**config.mk**
```make
export PLATFORM = sky130hd
export DESIGN_NAME = boost_group_max_tracker
export DESIGN_NICKNAME = d
export VERILOG_FILES = /design/src/design/bgmt_pkg.sv /design/src/design/boost_group_max_tracker.sv /design/src/design/bgmt_ram.sv
export SDC_FILE = /design/constraint.sdc
export NUM_CORES = 2
export LEC_CHECK = 0
export ABC_AREA = 0
export BUFFER_PORTS_ARGS = -buffer_cell sky130_fd_sc_hd__buf_4
export CORE_UTILIZATION = 68
export DETAILED_ROUTE_END_ITERATION = 8
export PLACE_DENSITY_LB_ADDON = 0.08
export SETUP_SLACK_MARGIN = 0.4
export SLEW_MARGIN = 20
export SYNTH_ARGS = -nofsm -noshare
export SYNTH_HDL_FRONTEND = slang
export SYNTH_HIERARCHICAL = 1
export SYNTH_SLANG_ARGS = --single-unit
```
**constraint.sdc**
```tcl
create_clock -name clk -period 19.6 [get_ports clk]
set_input_delay 1.96 -clock clk [delete_from_list [all_inputs] [get_ports clk]]
set_output_delay 1.96 -clock clk [all_outputs]
set_load 0.02 [all_outputs]
```
**src/design/bgmt_pkg.sv**
```systemverilog
package bgmt_pkg;

	// Size of the group table and of each task counter.
	localparam int GROUPS     = 8;
	localparam int COUNT_BITS = 16;
	localparam int GRP_AW     = $clog2(GROUPS);
	localparam int SCAN_CW    = $clog2(GROUPS + 1);

	// Boost range and register reset values.
	localparam logic signed [7:0] BOOST_HI   = 8'sd100;
	localparam logic signed [7:0] BOOST_LO   = -8'sd100;
	localparam logic [31:0]       HOLD_RESET = 32'd50000000;

	// Configuration register indexes.
	localparam logic [7:0] CFG_HOLD_TIME = 8'd0;
	localparam logic [7:0] CFG_HOLD_ALL  = 8'd1;

	// Request codes.
	typedef enum logic [2:0] {
		REQ_ENQUEUE = 3'd0,
		REQ_DEQUEUE = 3'd1,
		REQ_SET     = 3'd2,
		REQ_QUERY   = 3'd3,
		REQ_MOVE    = 3'd4,
		REQ_CLEAR   = 3'd5
	} req_t;

	// One entry of the group table.
	typedef struct packed {
		logic signed [7:0]       boost;
		logic [COUNT_BITS-1:0]   tasks;
		logic [63:0]             stamp;
	} grp_word_t;

	// A group is active while it has tasks or its hold time has not run out.
	function automatic logic is_active(grp_word_t w, logic [63:0] now, logic [31:0] hold);
		logic [63:0] age;
		age = now - w.stamp;
		return (w.tasks != '0) || (age <= {32'd0, hold});
	endfunction

endpackage

```
**src/design/boost_group_max_tracker.sv**
```systemverilog
// A transaction is accepted while the block is idle; its group entry is read and modified,
// a move task also updates the destination entry, and a transaction that needs it rescans
// the whole group table before the result is registered. One transaction is worked on at a
// time; a new one is taken while the result waits in the output register.
// Reset clears the maximum, the control state and the per-entry valid flags, so the
// whole group table reads as zero; the registers return to their reset values.
module boost_group_max_tracker (
	input  logic                           clk,
	input  logic                           arst_n,
	input  logic                           cfg_valid,
	output logic                           cfg_ready,
	input  logic [7:0]                     cfg_index,
	input  logic [31:0]                    cfg_data,
	input  logic                           in_valid,
	output logic                           in_ready,
	input  logic [2:0]                     req_type,
	input  logic [2:0]                     group,
	input  logic [2:0]                     dst_group,
	input  logic signed [7:0]              new_boost,
	input  logic [63:0]                    now,
	input  logic                           task_is_rt,
	output logic                           out_valid,
	input  logic                           out_ready,
	output logic signed [7:0]              cpu_boost
);

	import bgmt_pkg::*;

	typedef enum logic [2:0] {
		ST_IDLE,
		ST_MOD,
		ST_MOV2,
		ST_SCAN,
		ST_FIN
	} state_t;

	state_t state_q;

	// Registers and latched transaction.
	logic [31:0]        hold_time_q;
	logic               hold_all_q;
	req_t               req_q;
	logic [GRP_AW-1:0]  g_q;
	logic [GRP_AW-1:0]  d_q;
	logic               g_ok_q;
	logic               move_ok_q;
	logic signed [7:0]  nb_q;
	logic [63:0]        now_q;
	logic               rt_q;

	// Tracked maximum and rescan accumulator.
	logic signed [7:0]  max_boost_q;
	logic [63:0]        max_stamp_q;
	logic [SCAN_CW-1:0] scan_cnt_q;
	logic               scan_v_s1;
	logic               found_q;
	logic signed [7:0]  best_q;
	logic [63:0]        ts_q;

	logic [GROUPS-1:0]  grp_vld_q;
	logic               vld_s1;
	logic               out_valid_q;
	logic signed [7:0]  cpu_boost_q;

	// Table port signals.
	logic               ren;
	logic [GRP_AW-1:0]  raddr;
	logic               wen;
	logic [GRP_AW-1:0]  waddr;
	grp_word_t          wdata;
	logic [$bits(grp_word_t)-1:0] ram_rdata;
	grp_word_t          rd_word;

	logic               in_fire;
	logic               grp_in_ok;
	logic               dst_in_ok;
	logic signed [7:0]  nb_sat;
	logic signed [7:0]  nb_eff;
	logic               active_g;
	logic               set_take;
	logic               set_rescan;
	logic               go_scan;
	logic               scan_more;
	logic               cand;
	logic               found_n;
	logic signed [7:0]  best_n;
	logic [63:0]        ts_n;
	logic [63:0]        max_age;
	logic               out_load;

	assign in_ready  = (state_q == ST_IDLE);
	assign in_fire   = in_valid && in_ready;
	assign cfg_ready = 1'b1;
	assign out_valid = out_valid_q;
	assign cpu_boost = cpu_boost_q;
	assign out_load  = (state_q == ST_FIN) && (!out_valid_q || out_ready);

	assign grp_in_ok = (32'(group) < GROUPS);
	assign dst_in_ok = (32'(dst_group) < GROUPS);

	// Saturate the requested boost into the legal range.
	always_comb begin
		if (new_boost > BOOST_HI) begin
			nb_sat = BOOST_HI;
		end else if (new_boost < BOOST_LO) begin
			nb_sat = BOOST_LO;
		end else begin
			nb_sat = new_boost;
		end
	end

	// Entries never written read as zero.
	assign rd_word = vld_s1 ? grp_word_t'(ram_rdata) : '0;

	assign nb_eff     = (req_q == REQ_CLEAR) ? 8'sd0 : nb_q;
	assign active_g   = is_active(rd_word, now_q, hold_time_q);
	assign set_take   = (nb_eff > max_boost_q) && active_g;
	assign set_rescan = !set_take && (max_boost_q == rd_word.boost) && (rd_word.boost > nb_eff);
	assign max_age    = now_q - max_stamp_q;
	assign scan_more  = (scan_cnt_q < SCAN_CW'(GROUPS));

	// Decide whether the latched transaction needs a rescan.
	always_comb begin
		go_scan = 1'b0;
		case (req_q) inside
			REQ_ENQUEUE: go_scan = g_ok_q && (wdata.tasks == COUNT_BITS'(1));
			REQ_SET, REQ_CLEAR: go_scan = g_ok_q && set_rescan;
			REQ_QUERY: go_scan = (max_age > {32'd0, hold_time_q});
			default: go_scan = 1'b0;
		endcase
	end

	// Running maximum over the active groups; a tie goes to the higher index.
	assign cand    = scan_v_s1 && active_g && (!found_q || (rd_word.boost >= best_q));
	assign found_n = found_q || cand;
	assign best_n  = cand ? rd_word.boost : best_q;
	assign ts_n    = cand ? rd_word.stamp : ts_q;

	// Table read address.
	always_comb begin
		ren   = 1'b0;
		raddr = '0;
		unique case (state_q)
			ST_IDLE: begin
				ren   = in_valid && grp_in_ok;
				raddr = GRP_AW'(group);
			end
			ST_MOD: begin
				ren   = (req_q == REQ_MOVE) && move_ok_q;
				raddr = d_q;
			end
			ST_SCAN: begin
				ren   = scan_more;
				raddr = scan_cnt_q[GRP_AW-1:0];
			end
			default: begin
				ren   = 1'b0;
				raddr = '0;
			end
		endcase
	end

	// Modified entry written back to the table.
	always_comb begin
		wen   = 1'b0;
		waddr = g_q;
		wdata = rd_word;
		if (state_q == ST_MOD) begin
			case (req_q) inside
				REQ_ENQUEUE: begin
					wen = g_ok_q;
					if (rd_word.tasks != '1) begin
						wdata.tasks = rd_word.tasks + COUNT_BITS'(1);
					end
					if (hold_all_q || rt_q) begin
						wdata.stamp = now_q;
					end
				end
				REQ_DEQUEUE: begin
					wen = g_ok_q;
					if (rd_word.tasks != '0) begin
						wdata.tasks = rd_word.tasks - COUNT_BITS'(1);
					end
				end
				REQ_SET, REQ_CLEAR: begin
					wen         = g_ok_q;
					wdata.boost = nb_eff;
				end
				REQ_MOVE: begin
					wen = move_ok_q;
					if (rd_word.tasks != '0) begin
						wdata.tasks = rd_word.tasks - COUNT_BITS'(1);
					end
				end
				default: wen = 1'b0;
			endcase
		end else if (state_q == ST_MOV2) begin
			wen   = 1'b1;
			waddr = d_q;
			if (rd_word.tasks != '1) begin
				wdata.tasks = rd_word.tasks + COUNT_BITS'(1);
			end
			wdata.stamp = now_q;
		end
	end

	bgmt_ram #(
		.WIDTH($bits(grp_word_t)),
		.DEPTH(GROUPS)
	) u_table (
		.clk  (clk),
		.wen  (wen),
		.waddr(waddr),
		.wdata(wdata),
		.ren  (ren),
		.raddr(raddr),
		.rdata(ram_rdata)
	);

	// Sequencer, tracked maximum, registers and output stage.
	always_ff @(posedge clk or negedge arst_n) begin
		if (!arst_n) begin
			state_q     <= ST_IDLE;
			hold_time_q <= HOLD_RESET;
			hold_all_q  <= 1'b0;
			req_q       <= REQ_QUERY;
			g_q         <= '0;
			d_q         <= '0;
			g_ok_q      <= 1'b0;
			move_ok_q   <= 1'b0;
			nb_q        <= '0;
			now_q       <= '0;
			rt_q        <= 1'b0;
			max_boost_q <= '0;
			max_stamp_q <= '0;
			scan_cnt_q  <= '0;
			scan_v_s1   <= 1'b0;
			found_q     <= 1'b0;
			best_q      <= '0;
			ts_q        <= '0;
			grp_vld_q   <= '0;
			vld_s1      <= 1'b0;
			out_valid_q <= 1'b0;
			cpu_boost_q <= '0;
		end else begin
			// Configuration writes.
			if (cfg_valid && cfg_ready) begin
				if (cfg_index == CFG_HOLD_TIME) begin
					hold_time_q <= cfg_data;
				end else if (cfg_index == CFG_HOLD_ALL) begin
					hold_all_q <= cfg_data[0];
				end
			end

			// Valid flag follows each table read.
			if (ren) begin
				vld_s1 <= grp_vld_q[raddr];
			end
			if (wen) begin
				grp_vld_q[waddr] <= 1'b1;
			end

			// Result transaction enters or leaves the output register.
			if (out_load) begin
				out_valid_q <= 1'b1;
			end else if (out_valid_q && out_ready) begin
				out_valid_q <= 1'b0;
			end

			unique case (state_q)
				ST_IDLE: begin
					if (in_fire) begin
						req_q     <= req_t'(req_type);
						g_q       <= GRP_AW'(group);
						d_q       <= GRP_AW'(dst_group);
						g_ok_q    <= grp_in_ok;
						move_ok_q <= grp_in_ok && dst_in_ok && (group != dst_group);
						nb_q      <= nb_sat;
						now_q     <= now;
						rt_q      <= task_is_rt;
						state_q   <= ST_MOD;
					end
				end
				ST_MOD: begin
					if ((req_q == REQ_SET || req_q == REQ_CLEAR) && g_ok_q && set_take) begin
						max_boost_q <= nb_eff;
						max_stamp_q <= rd_word.stamp;
					end
					if (req_q == REQ_MOVE && move_ok_q) begin
						max_stamp_q <= now_q - {32'd0, hold_time_q};
						state_q     <= ST_MOV2;
					end else if (go_scan) begin
						scan_cnt_q <= '0;
						scan_v_s1  <= 1'b0;
						found_q    <= 1'b0;
						best_q     <= '0;
						ts_q       <= now_q;
						state_q    <= ST_SCAN;
					end else begin
						state_q <= ST_FIN;
					end
				end
				ST_MOV2: begin
					state_q <= ST_FIN;
				end
				ST_SCAN: begin
					found_q <= found_n;
					best_q  <= best_n;
					ts_q    <= ts_n;
					if (scan_more) begin
						scan_cnt_q <= scan_cnt_q + SCAN_CW'(1);
						scan_v_s1  <= 1'b1;
					end else begin
						scan_v_s1   <= 1'b0;
						max_boost_q <= found_n ? best_n : 8'sd0;
						max_stamp_q <= ts_n;
						state_q     <= ST_FIN;
					end
				end
				ST_FIN: begin
					if (out_load) begin
						cpu_boost_q <= max_boost_q;
						state_q     <= ST_IDLE;
					end
				end
				default: state_q <= ST_IDLE;
			endcase
		end
	end

endmodule

```
**src/design/bgmt_ram.sv**
```systemverilog
module bgmt_ram #(
	parameter int WIDTH = 8,
	parameter int DEPTH = 8
) (
	input  logic                     clk,
	input  logic                     wen,
	input  logic [$clog2(DEPTH)-1:0] waddr,
	input  logic [WIDTH-1:0]         wdata,
	input  logic                     ren,
	input  logic [$clog2(DEPTH)-1:0] raddr,
	output logic [WIDTH-1:0]         rdata
);

	logic [WIDTH-1:0] mem [DEPTH];

	// One write port and one registered read port.
	always_ff @(posedge clk) begin
		if (wen) begin
			mem[waddr] <= wdata;
		end
		if (ren) begin
			rdata <= mem[raddr];
		end
	end

endmodule
```
Word-level counts from Yosys, hierarchy flattened --
Memory sizes are Yosys's and may differ from the RTL's. A register that Yosys moved wholly into a read port is not among the register bits. Cells that the tools add are included.
Storage, ports and cells: logic and storage cells 173, bits in registers 288, memories kept 1, input bits 127, output and inout port bits 11, RAM bits 704
Memories:
- u_table.mem | depth 8, width 88, read ports 1, clocked after memory_dff 1, wr ports 1, RTL line bgmt_ram.sv:14 | logic [WIDTH-1:0] mem [DEPTH];
Operators by class: mux-type cells 70, reduce and logical (&&, ||, !) cells 39, add/subtract/negate cells 6, bitwise gates (word level) 2, $lt $le $gt $ge 11, equality and inequality tests 22
Operator list (number):
- $mux 64 | 8
- $pmux 64 s2 | 2
- $mux 80 | 2
- $sub 64x64->64 | 2
- $mux 8 | 13
- $mux 16 | 6
- $mux 88 | 1
- $gt 64x32->1 | 1
- $le 64x32->1 | 1
- $sub 64x32->64 | 1
- $pmux 8 s2 | 2
- $mux 3 | 7
- $mux 1 | 18
- $add 16x1->16 const B | 1
- $eq 16x1->1 const B | 1
- $gt 8x8->1 | 2
- $ne 16x16->1 const B | 1
- $reduce_bool 16->1 | 1
- $sub 16x1->16 const B | 1
- $pmux 3 s5 | 1
- $reduce_and 3->1 | 5
- $logic_and 1x1->1 | 14
- $eq 3x2->1 const B | 4
- $mux 4 | 3
- other kinds (31) | 52

Longest topological paths before layout --
word-level depth 14, gate-level depth with buffers 39, mapped depth without buffers 29

Modules after synthesis --
Netlist, hierarchy kept.
By module, submodules not included:
- bgmt_ram | cells each 1119, instances 1, sequential area each 23782.8 um^2, area each 29114.2 um^2
- boost_group_max_tracker | cells each 3847, instances 1, sequential area each 7224.4 um^2, area each 28387.2 um^2

Worst setup path before layout --
No wires, ideal clock.
kind reg2reg, start point register state_q[1], end point memory u_table/mem[0][0] (netlist name) (enable), slack 11164 ps, cell stages (with the launch flop) 8, buffers on the path 2, data required time 18958 ps, arrival 7794 ps, clock period less this slack 8436 ps, library setup time 642 ps, cell sequence dfrtp_1 clkbuf_1 or3b_2 clkbuf_1 mux2i_1 inv_1 nand2b_1 nor3_1
Between the ends: elaborated cells between the ends (all ways) 8, classes of those cells eq/ne (2); mux (6)
RTL lines:
- from (decl) | RTL line boost_group_max_tracker.sv:37 | state_t state_q;
- from (signal assigned) | RTL line boost_group_max_tracker.sv:223 | state_q <= ST_IDLE;
- from (signal assigned) | RTL line boost_group_max_tracker.sv:281 | state_q <= ST_MOD;
- from (signal assigned) | RTL line boost_group_max_tracker.sv:291 | state_q <= ST_MOV2;
- $eq 3x2->1 | RTL line boost_group_max_tracker.sv:197 | end else if (state_q == ST_MOV2) begin
- $mux 3 | RTL line boost_group_max_tracker.sv:197
- $mux 3 (*) | RTL line boost_group_max_tracker.sv:168 | if (state_q == ST_MOD) begin
- named net waddr[2] | RTL line boost_group_max_tracker.sv:69 | logic [GRP_AW-1:0] waddr;
- to (decl) | RTL line bgmt_ram.sv:14
The timed path passes the listed nets; every way through them passes the cells marked *.

Worst setup path in the final report --
start point register now_q[0], end point register ts_q[46]
Between the ends: longest elaborated chain between the ends 12, elaborated cells between the ends (all ways) 19, classes of those cells add/sub (2); order compare (2); eq/ne (1); mux (5); reduce/logical (9)
Ends and longest elaborated chain:
- from (decl) | RTL line boost_group_max_tracker.sv:48 | logic [63:0] now_q;
- from (signal assigned) | RTL line boost_group_max_tracker.sv:279 | now_q <= now;
- $sub 64x64->64 | RTL line bgmt_pkg.sv:38 | age = now - w.stamp;
- $le 64x32->1 | RTL line bgmt_pkg.sv:39 | return (w.tasks != '0) || (age <= {32'd0, hold});
- $logic_or 1x1->1 | RTL line bgmt_pkg.sv:39
- $logic_and 1x1->1 | RTL line boost_group_max_tracker.sv:117 | assign set_take = (nb_eff > max_boost_q) && active_g;
- $logic_not 1->1 | RTL line boost_group_max_tracker.sv:118 | assign set_rescan = !set_take && (max_boost_q == rd_word.boost) && (rd_word.boost > nb_eff);
- $logic_and 1x1->1 (2 in a row) | RTL line boost_group_max_tracker.sv:118
- $logic_and 1x1->1 | RTL line boost_group_max_tracker.sv:127 | REQ_SET, REQ_CLEAR: go_scan = g_ok_q && set_rescan;
- $mux 1 (2 in a row) | RTL line boost_group_max_tracker.sv:125 | case (req_q) inside
- $ne 2x2->1 (no source line)
- $reduce_and 3->1 (no source line)
- to (signal assigned) | RTL line boost_group_max_tracker.sv:297 | ts_q <= now_q;
- to (signal assigned) | RTL line boost_group_max_tracker.sv:309 | ts_q <= ts_n;
- to (decl) | RTL line boost_group_max_tracker.sv:58 | logic [63:0] ts_q;
Several ways; a longest one is shown, not always the timed one. A chain may end at the register's enable or synchronous reset.

==> qor.yml <==
status: "finished, violations left"
failed_checks: "DRC"
min_path_cells: 2
clk_pin_slew_ns: 0.06
grt_overflow: 0
period_minus_slack_ns: 8.75
yosysUniqueCellTypes: 97
tns_ns: 0
cts_htree_levels: 3
start_util: 0.687
synth.net_count: 5347
grt_use_total: 0.441
cp_data_arrival_time_ns: 9.37
synthToLayoutAreaGrowth_pct: 9.71
drive_gt1_frac: 0.142
grt_pass1_vias: 45111
synth-edff-count: 792
ys.flop_type: "edfxtp_1"
cts_buffers: 105
insertion_delay_ns: 0.72
worst_pin_slew_ns: 1.19
post_drt_wl_per_cell_um: 30.3
cts_sinks: 1080
vias: 45535
antenna_left: 0
finalSetupViolCount: 0
antenna_found_initial: 4
ios: 138
drt_wl_total_mm: 190
drc_errors: 130
place_area_um2: 59400
root_buffer: "clkbuf_16"
synth-seq-area-share: 0.539
syn_inst: 4966
detail_route.first_pass.iterations: 9
die_y_um: 293
rows: 106
required_ns: 20.22
clockBufferDepth: 3
design_area_um2: 63100
finish.utilization: 0.754
synth_warnings: 6
grt_first_pass_wirelength_mm: 279
critPathLaunchType: "flip-flop"
cts_tree: "yes"
fin_nets: 5401
slew_headroom: 0.197
synth_area_um2: 57500
yosys.area.top_type: "edfxtp_1"
finalHoldViolCount: 0
synth_top_area_frac: 0.414
place.gp.congestion: 1.07
dp_hpwl_mm: 124
rsz0062_at_grt: "no"
avgSynthCellArea_um2: 11.6
rr_worst_depth: 23
finalCritPeriodShare: 0.446
endpoint_kind: "flip-flop"
async_reset_ff_frac: 0.267
die_w_um: 293
synth_seq_cells: 1080
cts_setup_buffers: 0
via_per_inst: 7.29
cts_resized: 0
path_max_fanout: 12
die-area_um2: 85700
cts_hold_buf: 0
fin_worst_skew_ns: 0.0555
synth_area_leaders: "edfxtp_1 (41%), dfrtp_1 (12%), mux4_2 (6.9%)"
hp-class: "flip-flop to flip-flop"
drv_slew: 0
drtIter0Drc: 7129
placeableCoreArea_um2: 83700
crit_type: "flip-flop to flip-flop"
cap_viol_max_count: 0
grt_max_degree: 140
port_buffers: 136
fmax_mhz: 114
-- logic make-up (layout without fill, tap and decap cells) --
logic type	Yosys count	in the layout	share of synthesized area
AO/OA/AOI/OAI	1204	1204	0.134
XOR/XNOR	158	158	0.0241
adder cells (fa/ha/maj)	254	254	0.0557
buffers and inverters	429	575	0.0321
flip-flops	1080	1080	0.539
multiplexers	309	309	0.0944
other	1	2	0.0000652
AND/OR/NAND/NOR	1531	1531	0.120
-- worst paths after layout --
| kind | startpoint | to | slack, ns |
|---|---|---|---|
| min in group asynchronous | arst_n | now_q[3] | 1.27 |
| hold / removal | max_stamp_q[15] | max_stamp_q[15] | 0.48 |
| hold reg to reg | max_stamp_q[15] | max_stamp_q[15] | 0.48 |
| max in group asynchronous | arst_n | ts_q[61] | 16.89 |
| setup reg to reg | now_q[0] | ts_q[46] | 10.85 |
| setup / recovery | now_q[0] | ts_q[46] | 10.85 |
-- per-layer routing --
layer | vias up | routed length [um] | part of all wire | track usage
met5 | - | 63 | 0.00033 | 0
li1 | 18907 | - | - | -
met4 | 8 | 10100 | 0.053 | 0.215
met1 | 21863 | 67800 | 0.36 | 0.586
met2 | 3865 | 85300 | 0.45 | 0.673
met3 | 892 | 26300 | 0.14 | 0.126
-- cell type report --
cell class	count	area (um^2)
antenna	1	2.50
clock buffer	136	2890
clock inverter	63	739
fill	5119	20600
inverter	174	656
multi-input combinational	3457	24800
sequential	1080	31000
tap	1134	1420
timing repair buffer	202	1560
-- worst max-delay path, stage by stage (launching register included) --
cell,delay [ns]
dfrtp_1,0.40
inv_1,0.19
ha_1,0.20
inv_1,0.05
fa_1,0.40
a21o_1,0.23
a311o_1,0.41
a211oi_1,0.41
o21ai_0,0.35
xor2_1,0.23
ha_1,0.36
nand4_1,0.16
nor4_1,0.88
nand3_1,0.16
a221oi_1,0.42
o31ai_1,0.15
a2111oi_0,0.59
o2111ai_1,0.19
a2111o_1,0.38
nor4_1,0.50
a31oi_1,0.45
or2_1,0.52
a21oi_2,0.71
a221o_1,0.28
-- sequential cells by signal, indices dropped and copies added (netlist names), 8 cells and up --
register and cells:
u_table/rdata 88, grp_vld_q 8, cpu_boost 8, now_q 64, max_boost_q 8, nb_q 8, max_stamp_q 64, hold_time_q 32
u_table/mem 704, best_q 8, ts_q 64
-- layout by cell type (no fill, tap or decap), drive strengths merged, types with 15 or more instances in the layout --
cell type	instances
a211oi	42
a21o	61
a21oi	329
a221o	62
a221oi	17
a22oi	15
a31oi	27
and2	23
and3	26
buf	202
clkbuf	136
clkinv	41
dfrtp	274
edfxtp	792
ha	251
inv	178
mux2	96
mux2i	36
mux4	177
nand2	747
nand2b	36
nand3	70
nand4	80
nor2	293
nor2b	24
nor3	92
nor4	37
o211ai	28
o21a	31
o21ai	355
o221ai	27
o22ai	33
o31ai	19
or3	38
xnor2	85
xor2	73
-- metrics by stage --
stage               std cells  hold slack, ns  worst slack (ns)
floorplan                4966           0.436             11.16
global placement         6046           0.447             11.10
detailed placement       6046           0.467             11.07
CTS                      6245           0.482             11.02
global route             6246           0.504             10.38
finish                   6247           0.484             10.85
-- synthesized netlist by cell type (26+ instances only) --
cell type and count:
nand4_1 80, nor3_1 92, nand3_1 70, o21ai_1 35
nand2_1 746, o211ai_1 28, mux2_2 95, clkbuf_1 165
a21o_1 61, nor4_1 36, a31oi_1 27, mux4_2 177
dfrtp_1 274, buf_2 39, and3_1 26, a211oi_1 42
o21a_1 31, inv_1 174, mux2i_1 36, xor2_1 73
a221o_1 62, o21ai_0 319, nand2b_1 36, o22ai_1 33
a21oi_1 321, xnor2_1 85, or3_1 38, nor2_1 290
edfxtp_1 792, o221ai_1 26, ha_1 251
Power is not shown: default switching activity piles up to over one toggle a cycle in this logic, so the estimate is an artifact.
